`config.mk`:
```
export PLATFORM = sky130hd
export DESIGN_NAME = sorted_priority_queue_core
export DESIGN_NICKNAME = d
export VERILOG_FILES = /design/src/sv/spq_pkg.sv /design/src/sv/spq_ram.sv /design/src/sv/sorted_priority_queue_core.sv
export SDC_FILE = /design/constraint.sdc
export NUM_CORES = 1
export LEC_CHECK = 0
export BUFFER_PORTS_ARGS = -buffer_cell sky130_fd_sc_hd__buf_4
export CAP_MARGIN = 5
export CELL_PAD_IN_SITES_DETAIL_PLACEMENT = 0
export CELL_PAD_IN_SITES_GLOBAL_PLACEMENT = 2
export CORE_MARGIN = 2
export CORE_UTILIZATION = 54
export CTS_BUF_LIST = sky130_fd_sc_hd__clkbuf_4
export DETAILED_ROUTE_END_ITERATION = 10
export GPL_TIMING_DRIVEN = 0
export PLACE_DENSITY = 0.92
export SYNTH_ARGS = -nofsm -noshare
export SYNTH_HDL_FRONTEND = slang
export SYNTH_SLANG_ARGS = --single-unit
```
`constraint.sdc`:
```
create_clock -name clk -period 16.6 [get_ports clk]
set_input_delay 3.32 -clock clk [delete_from_list [all_inputs] [get_ports clk]]
set_output_delay 3.32 -clock clk [all_outputs]
set_load 0.1 [all_outputs]
```
`src/sv/spq_pkg.sv`:
```
// Package for the sorted priority queue core.
// Holds the request and status codes and the fixed field widths.
// No dependencies.
`default_nettype none

package spq_pkg;

	localparam int VALUE_IN_W  = 32;
	localparam int VALUE_OUT_W = 32;
	localparam int STATUS_W    = 2;
	localparam int OCC_W       = 5;

	typedef logic [STATUS_W-1:0] status_t;

	localparam logic REQ_ENQ = 1'b0;
	localparam logic REQ_DEQ = 1'b1;

	localparam status_t STATUS_OK    = 2'd0;
	localparam status_t STATUS_FULL  = 2'd1;
	localparam status_t STATUS_EMPTY = 2'd2;

endpackage

`default_nettype wire

```
`src/sv/spq_ram.sv`:
```
// Generic single-write, single-read RAM with a registered read port.
// Used for the value store of the sorted priority queue. No dependencies.
`default_nettype none

module spq_ram #(
	parameter int WIDTH = 32,
	parameter int DEPTH = 16
) (
	input  wire logic                     clk,
	input  wire logic                     we,
	input  wire logic [$clog2(DEPTH)-1:0] waddr,
	input  wire logic [WIDTH-1:0]         wdata,
	input  wire logic [$clog2(DEPTH)-1:0] raddr,
	output logic      [WIDTH-1:0]         rdata
);

	logic [WIDTH-1:0] mem_q [DEPTH];
	logic [WIDTH-1:0] rdata_q;

	always_ff @(posedge clk) begin
		if (we) begin
			mem_q[waddr] <= wdata;
		end
		rdata_q <= mem_q[raddr];
	end

	assign rdata = rdata_q;

endmodule

`default_nettype wire

```
`src/sv/sorted_priority_queue_core.sv`:
```
// Top level of the sorted priority queue: a descending, circular value store
// with an insertion sequencer. Depends on spq_pkg and spq_ram.
//
// Channel   Direction  Handshake               Payload
// request   in         start high, busy low    req_type, value_in
// result    out        done, one-cycle strobe  value_out, status, occupancy,
//                                              is_empty, is_full
//
// A refused request or an enqueue into an empty queue answers in the cycle after
// acceptance; a dequeue answers after passing through S_DEQ_RD and S_DEQ_DATA.
// An enqueue into a queue holding N values walks from the tail through one
// RAM read port and one write port: S_ENQ_RD, S_ENQ_CMP per value, S_ENQ_PUT at the head.
// Reset clears the count and head; the store itself is never cleared.
// The result is shown for one cycle only; a new request may start in that cycle.
`default_nettype none

module sorted_priority_queue_core
	import spq_pkg::*;
#(
	parameter int DEPTH      = 16,
	parameter int VALUE_BITS = 32
) (
	input  wire logic                   clk,
	input  wire logic                   arst_n,
	input  wire logic                   start,
	output logic                        busy,
	input  wire logic                   req_type,
	input  wire logic [VALUE_IN_W-1:0]  value_in,
	output logic                        done,
	output logic      [VALUE_OUT_W-1:0] value_out,
	output logic      [STATUS_W-1:0]    status,
	output logic      [OCC_W-1:0]       occupancy,
	output logic                        is_empty,
	output logic                        is_full
);

	localparam int IdxW = $clog2(DEPTH);
	localparam int CntW = $clog2(DEPTH + 1);
	localparam int SumW = CntW + 1;

	localparam logic [2:0] S_IDLE     = 3'd0;
	localparam logic [2:0] S_ENQ_RD   = 3'd1;
	localparam logic [2:0] S_ENQ_CMP  = 3'd2;
	localparam logic [2:0] S_ENQ_PUT  = 3'd3;
	localparam logic [2:0] S_DEQ_RD   = 3'd4;
	localparam logic [2:0] S_DEQ_DATA = 3'd5;

	logic [2:0]             state_q;
	logic [IdxW-1:0]        head_q;
	logic [CntW-1:0]        count_q;
	logic [CntW-1:0]        pos_q;
	logic [VALUE_BITS-1:0]  val_q;
	logic                   done_q;
	logic [VALUE_OUT_W-1:0] value_out_q;
	status_t                status_q;

	logic                        accept;
	logic                        full;
	logic                        empty;
	logic [VALUE_BITS+VALUE_IN_W-1:0]  in_ext;
	logic [VALUE_BITS-1:0]             v_in;
	logic [VALUE_BITS+VALUE_OUT_W-1:0] out_ext;
	logic [CntW+OCC_W-1:0]             occ_ext;
	logic [CntW-1:0]        pos_sel;
	logic [SumW-1:0]        slot_sum;
	logic [IdxW-1:0]        slot;
	logic                   ram_we;
	logic [VALUE_BITS-1:0]  ram_wdata;
	logic [VALUE_BITS-1:0]  ram_rdata;
	logic                   entry_less;

	assign busy   = (state_q != S_IDLE);
	assign accept = start && !busy;
	assign full   = (count_q == CntW'(DEPTH));
	assign empty  = (count_q == '0);

	// The value is kept at VALUE_BITS; the result field is zero-extended or cut.
	assign in_ext  = {{VALUE_BITS{1'b0}}, value_in};
	assign v_in    = in_ext[VALUE_BITS-1:0];
	assign out_ext = {{VALUE_OUT_W{1'b0}}, ram_rdata};

	// Shared slot unit: position relative to the head, wrapped into the store.
	always_comb begin
		case (state_q)
			S_ENQ_RD:  pos_sel = pos_q - CntW'(1);
			S_ENQ_CMP: pos_sel = pos_q;
			S_ENQ_PUT: pos_sel = pos_q;
			default:   pos_sel = '0;
		endcase
		slot_sum = SumW'(head_q) + SumW'(pos_sel);
		if (slot_sum >= SumW'(DEPTH)) begin
			slot_sum = slot_sum - SumW'(DEPTH);
		end
		slot = slot_sum[IdxW-1:0];
	end

	// Shared compare unit: a stored value strictly below the new one moves back.
	assign entry_less = ($signed(ram_rdata) < $signed(val_q));

	always_comb begin
		ram_we    = 1'b0;
		ram_wdata = val_q;
		case (state_q)
			S_IDLE: begin
				ram_we    = accept && (req_type == REQ_ENQ) && empty;
				ram_wdata = v_in;
			end
			S_ENQ_CMP: begin
				ram_we    = 1'b1;
				ram_wdata = entry_less ? ram_rdata : val_q;
			end
			S_ENQ_PUT: begin
				ram_we    = 1'b1;
				ram_wdata = val_q;
			end
			default: begin
				ram_we    = 1'b0;
				ram_wdata = val_q;
			end
		endcase
	end

	spq_ram #(
		.WIDTH(VALUE_BITS),
		.DEPTH(DEPTH)
	) u_store (
		.clk  (clk),
		.we   (ram_we),
		.waddr(slot),
		.wdata(ram_wdata),
		.raddr(slot),
		.rdata(ram_rdata)
	);

	always_ff @(posedge clk or negedge arst_n) begin
		if (!arst_n) begin
			state_q <= S_IDLE;
			head_q  <= '0;
			count_q <= '0;
			done_q  <= 1'b0;
		end else begin
			done_q <= 1'b0;
			case (state_q)
				S_IDLE: begin
					if (accept) begin
						if (req_type == REQ_ENQ) begin
							if (full) begin
								done_q <= 1'b1;
							end else if (empty) begin
								count_q <= CntW'(1);
								done_q  <= 1'b1;
							end else begin
								state_q <= S_ENQ_RD;
							end
						end else begin
							if (empty) begin
								done_q <= 1'b1;
							end else begin
								state_q <= S_DEQ_RD;
							end
						end
					end
				end
				S_ENQ_RD: begin
					state_q <= S_ENQ_CMP;
				end
				S_ENQ_CMP: begin
					if (!entry_less) begin
						count_q <= count_q + CntW'(1);
						done_q  <= 1'b1;
						state_q <= S_IDLE;
					end else if (pos_q == CntW'(1)) begin
						state_q <= S_ENQ_PUT;
					end else begin
						state_q <= S_ENQ_RD;
					end
				end
				S_ENQ_PUT: begin
					count_q <= count_q + CntW'(1);
					done_q  <= 1'b1;
					state_q <= S_IDLE;
				end
				S_DEQ_RD: begin
					state_q <= S_DEQ_DATA;
				end
				S_DEQ_DATA: begin
					count_q <= count_q - CntW'(1);
					if (count_q == CntW'(1)) begin
						head_q <= '0;
					end else if (head_q == IdxW'(DEPTH - 1)) begin
						head_q <= '0;
					end else begin
						head_q <= head_q + IdxW'(1);
					end
					done_q  <= 1'b1;
					state_q <= S_IDLE;
				end
				default: begin
					state_q <= S_IDLE;
				end
			endcase
		end
	end

	// Working value, tail position and result payload.
	always_ff @(posedge clk) begin
		case (state_q)
			S_IDLE: begin
				if (accept) begin
					val_q       <= v_in;
					pos_q       <= count_q;
					value_out_q <= '0;
					if (req_type == REQ_ENQ) begin
						status_q <= full ? STATUS_FULL : STATUS_OK;
					end else begin
						status_q <= empty ? STATUS_EMPTY : STATUS_OK;
					end
				end
			end
			S_ENQ_CMP: begin
				if (entry_less) begin
					pos_q <= pos_q - CntW'(1);
				end
			end
			S_DEQ_DATA: begin
				value_out_q <= out_ext[VALUE_OUT_W-1:0];
			end
			default: begin
				pos_q <= pos_q;
			end
		endcase
	end

	assign occ_ext   = {{OCC_W{1'b0}}, count_q};
	assign done      = done_q;
	assign value_out = value_out_q;
	assign status    = status_q;
	assign occupancy = occ_ext[OCC_W-1:0];
	assign is_empty  = empty;
	assign is_full   = full;

endmodule

`default_nettype wire

```
======== Yosys cells after proc, flatten, opt, wreduce, memory -nomap -nowiden ========
Memory sizes are Yosys's and may differ from the RTL's. A register that Yosys moved wholly into a read port is not among the register bits.
Cells that the tools add are included.
word-level totals
  memories kept ........................... 1
  bits of input ports ..................... 36
  flip-flop bits (word level) ............. 84
  word-level logic and storage cells ...... 89
  memory bits (writable) .................. 512
  output and inout port bits .............. 43
memories
  name           words  width  read ports  clocked after Yosys merged registers in  wr ports  RTL line       text
  u_store.mem_q  16     32     1           1                                        1         spq_ram.sv:17  logic [WIDTH-1:0] mem_q [DEPTH];
cells by class
  bitwise gates (word level) .............. 1
  multiplexer cells ....................... 37
  $lt $le $gt $ge ......................... 2
  reductions and logical operators ........ 17
  equality and inequality tests ........... 17
  add/sub/neg operators ................... 6
operators with widths
  operator             count
  $pmux 32 s2          2
  $mux 32              2
  $mux 5               7
  $lt 32x32->1         1
  $pmux 5 s2           2
  $pmux 5 s4           1
  $mux 3               5
  $ne 2x2->1 const B   7
  $mux 4               3
  $pmux 3 s4           1
  $eq 5x1->1 const B   2
  $sub 5x1->5 const B  2
  $mux 1               8
  $mux 2               4
  $add 4x5->6          1
  $eq 3x2->1 const B   2
  $eq 3x3->1 const B   2
  $ge 6x5->1 const B   1
  $reduce_and 3->1     2
  $reduce_and 6->1     1
  $add 5x1->5 const B  1
  $eq 5x5->1 const B   1
  $logic_not 5->1      1
  $add 4x1->4 const B  1
  15 further kinds     20

======== Depth between registers and ports, before layout ========
  depth after elaboration ................. 8
  mapped depth ............................ 13
  depth with buffers taken out ............ 12

======== Hierarchy ========
A second synthesis with hierarchy kept.
unflattened totals
  cells, all modules ...................... 1332
  area total of the unflattened synthesis .. 25032.8 µm²
by module, submodules not included
  module                      times used  area an instance (µm²)  cells each  seq. area each (µm²)
  spq_ram                     1           19835.3                 838         16015.4
  sorted_priority_queue_core  1           5197.5                  494         2457.4

======== Least setup slack after synthesis ========
Ideal clock, no wire load.
  path type ............................... input port to flip-flop
  start point ............................. input start
  end point ............................... memory u_store.mem_q[10][0], enable pin
  buffers on the path ..................... 0
  data required time ...................... 16139 ps
  arrival ................................. 6314 ps
  setup time .............................. 461 ps
  slack ................................... 9825 ps
  cell stages on the path ................. 4
  cell sequence ........................... nor2b_1 > a31oi_1 > or3b_1 > nor3_1
between the ends
  longest elaborated chain between the ends .. 6
ends and longest elaborated chain
  element                         RTL line                           text
  start: declaration              sorted_priority_queue_core.sv:25   input wire logic start,
  $logic_and 1x1->1               sorted_priority_queue_core.sv:73   assign accept = start && !busy;
  $logic_and 1x1->1 (2 in a row)  sorted_priority_queue_core.sv:105  ram_we = accept && (req_type == REQ_ENQ) && empty;
  $pmux 1 s2                      sorted_priority_queue_core.sv:103  case (state_q)
  $mux 1                          spq_ram.sv:21                      if (we) begin
  $mux 1 (not written as such)    spq_ram.sv:22                      mem_q[waddr] <= wdata;
  end: declaration                spq_ram.sv:17
No other way between the ends.

======== Worst setup path after layout ========
  start point ............................. register state_q[0]
  end point ............................... output busy
between the ends
  longest elaborated chain between the ends .. 1
ends and longest elaborated chain
  element                   RTL line                           text
  start: declaration        sorted_priority_queue_core.sv:48   logic [2:0] state_q;
  start signal: assignment  sorted_priority_queue_core.sv:137  state_q <= S_IDLE;
  start signal: assignment  sorted_priority_queue_core.sv:153  state_q <= S_ENQ_RD;
  start signal: assignment  sorted_priority_queue_core.sv:159  state_q <= S_DEQ_RD;
  $reduce_bool 3->1         sorted_priority_queue_core.sv:72   assign busy = (state_q != S_IDLE);
  end: declaration          sorted_priority_queue_core.sv:26   output logic busy,
No other way between the ends.

==> flow_metrics.env <==
export IMPL_hold_class="reg2reg"
export IMPL_worstPathRequired_ps=13280
export IMPL_port_buffers=78
export IMPL_p_per_area_nw_per_um2=230
export IMPL_cts_sinks=628
export IMPL_die_area_sq_um=47800
export IMPL_synth_edff_count=583
export IMPL_root_buffer="clkbuf_4"
export IMPL_cts_htree_levels=4
export IMPL_grt_pass1_vias=14200
export IMPL_syn2layout_area_growth_pct=16.6
export IMPL_maxSlewViolCount=0
export IMPL_synth_fp_nets=1352
export IMPL_cts_path_max_buffers=3
export IMPL_critPathCaptureType="output pin"
export IMPL_dpl_cell_count=1994
export IMPL_status="complete, no violations"
export IMPL_synth_area_per_cell_sq_um=19.5
export IMPL_drtIter0Drc=1827
export IMPL_final_instance_count_excl_fill=2276
export IMPL_grt_usage=0.277
export IMPL_postRouteAntennaNets=0
export IMPL_reg2reg_setup_slack_ps=10740
export IMPL_final_nets=1631
export IMPL_hold_viol=0
export IMPL_numCtsBuffers=157
export IMPL_die_w_um=219
export IMPL_slew_headroom=0.184
export IMPL_vias=13900
export IMPL_cts_hold_fix_buffers=0
export IMPL_start_util=0.548
export IMPL_syn_area_sq_um=24900
export IMPL_power_leakage_nw=10.1
export IMPL_dp_hpwl_mm=41.0
export IMPL_fmax_mhz=165
export IMPL_ys_types=54
export IMPL_synth_async_reset_ratio=0.0207
export IMPL_ys_ff_latch=628
export IMPL_hold_start="head_q[3]"
export IMPL_final_common_cell="edfxtp_1"
export IMPL_ys_flop_type="edfxtp_1"
export IMPL_syn_inst=1275
export IMPL_vias_per_cell=6.12
export IMPL_ios=79
export IMPL_rr_endpoint="u_store.mem_q[1][17]"
export IMPL_r2r_worst_path_cells=11
export IMPL_post_cts_buffers=0
export IMPL_core_area_sq_um=45500
export IMPL_detailedRoute_firstPassIterationCount=5
export IMPL_period_share=0.365
export IMPL_seq_area_frac_synth=0.742
export IMPL_grt_pass1_wl_mm=92.5
export IMPL_worstSetupStartpointType="flip-flop"
export IMPL_worst_setup_path_type="reg2out"
export IMPL_cts_resized=0
export IMPL_routedWlPerCell_um=27.9
export IMPL_clk_pin_slew_ps=60
export IMPL_yosysWarnings=0
export IMPL_drv_cap=0
export IMPL_clock_latency_ps=990
export IMPL_whs_path_depth=1
export IMPL_grt_max_degree=27
export IMPL_num_rows=78
export IMPL_gp_congestion=0.819
export IMPL_tightest_slew_ps=1220
export IMPL_rsz0062_at_grt="false"
export IMPL_setup_violations=0
export IMPL_cts_tree="done"
export IMPL_ir_worst_vdd_uv=153
export IMPL_critical_path_peak_fanout=9
export IMPL_dieHeight_um=219
export IMPL_worstHoldEndpoint="head_q[3]"
export IMPL_period_needed_ps=6060
export IMPL_setup_tns_ps=0
export IMPL_final_util=0.639
export IMPL_fin_skew_ps=61.2
export IMPL_antenna_found_initial=1
export IMPL_drc=0
export IMPL_drive_gt1_frac=0.344
export IMPL_overflow=0
export IMPL_r2r_start="state_q[1]"
export IMPL_drt_wl_total_mm=63.5
export IMPL_worstPathArrival_ps=2740
export IMPL_mostFrequentLayoutCells="edfxtp_1 (583), clkbuf_4 (244), mux4_2 (160)"
[cells by family (layout without fill, tap and decap cells)]
group                      count (synthesis)  after routing  share of synthesized area
buffers and inverters                    134            534                     0.0208
other                                      0              1                          0
xor gates and xnor gates                   7              7                    0.00307
muxes                                    165            165                      0.147
AOI/OAI and AO/OA                        132            132                     0.0368
DFF                                      628            628                      0.742
and+or+nand+nor                          168            168                     0.0298
adders and majority gates                 41             41                     0.0209
[report_power, final]
part,switching (mW),internal (mW)
sequential,0.0893,2.27
clock,0.616,0.745
combinational,1.84,1.12
[sequential cells by signal, summed over array words and instances, names as in the netlist]
register	count
head_q	4
value_out	32
val_q	32
done	1
u_store.mem_q	512
occupancy	5
status	2
u_store.rdata	32
pos_q	5
state_q	3
[Yosys cell counts, types with 2 or more instances]
master / count / area, sq um
mux2i_1: 2 / 20.0
o21a_1: 2 / 15.0
dfxtp_1: 32 / 641
nand2_1: 29 / 109
o22a_1: 31 / 272
nor3_2: 2 / 20.0
o21ai_0: 14 / 70.1
nor4b_1: 2 / 17.5
a22oi_1: 4 / 30.0
a31oi_1: 36 / 225
a21o_1: 3 / 22.5
and3_1: 2 / 12.5
o221a_1: 2 / 22.5
nand3_1: 5 / 25.0
nor3_1: 9 / 45.0
mux2_2: 2 / 22.5
clkbuf_1: 42 / 158
edfxtp_1: 583 / 17500
nand2b_1: 2 / 12.5
o22ai_1: 2 / 12.5
buf_2: 11 / 55.1
a21oi_1: 25 / 125
and2_1: 2 / 12.5
a211o_1: 2 / 17.5
nor2_1: 98 / 368
buf_1: 9 / 33.8
dfrtp_1: 13 / 325
nor2b_1: 4 / 25.0
mux4_2: 160 / 3600
ha_1: 40 / 500
inv_1: 72 / 270
xor2_1: 2 / 17.5
nand4_1: 6 / 37.5
xnor2_2: 2 / 32.5
a22o_1: 2 / 17.5
xnor2_1: 3 / 26.3
[per-stage QoR]
step,hold WS [ps],setup WS [ps],area [sq um],total power [mW]
floorplan,493,9830,24900,4.38
global placement,541,6510,26200,5.21
detailed placement,559,10650,26900,5.34
CTS,565,10480,29000,6.69
global route,601,10360,29000,6.97
finish,557,10540,29000,6.68
[layer usage]
layer / share of wire / GRT usage / vias to the layer above
met1: 0.40 / 0.384 / 7131
li1: - / - / 5821
met4: 0.031 / 0.111 / 0
met5: 0 / 0 / -
met2: 0.48 / 0.427 / 846
met3: 0.096 / 0.0710 / 133
[worst max-delay path by stage]
stage / from / endpoint / slack, ps / cells past startpoint
floorplan: start / u_store.mem_q[10][0] / 9830 / 4
global placement: req_type / u_store.mem_q[14][14] / 6510 / 5
detailed placement: req_type / u_store.mem_q[6][16] / 10650 / 7
CTS: state_q[0] / busy / 10480 / 6
global route: state_q[0] / busy / 10360 / 6
finish: state_q[0] / busy / 10540 / 6
[cell type report]
| type | count | area (sq um) |
|---|---|---|
| Sequential cell | 628 | 18500 |
| Buffer | 62 | 246 |
| Multi-Input combinational cell | 513 | 6020 |
| Timing Repair Buffer | 120 | 1160 |
| Tap cell | 600 | 751 |
| Inverter | 72 | 270 |
| Antenna cell | 1 | 2.50 |
| Fill cell | 3223 | 16400 |
| Clock inverter | 36 | 284 |
| Clock buffer | 244 | 1830 |
[critical path, cell delays in order (launching register included)]
cell and delay (ps):
dfrtp_1 320, clkbuf_1 290, or2_2 170, clkbuf_1 330, nor2_1 130, inv_1 210, buf_4 330
Power figures use the tool's default switching activity.
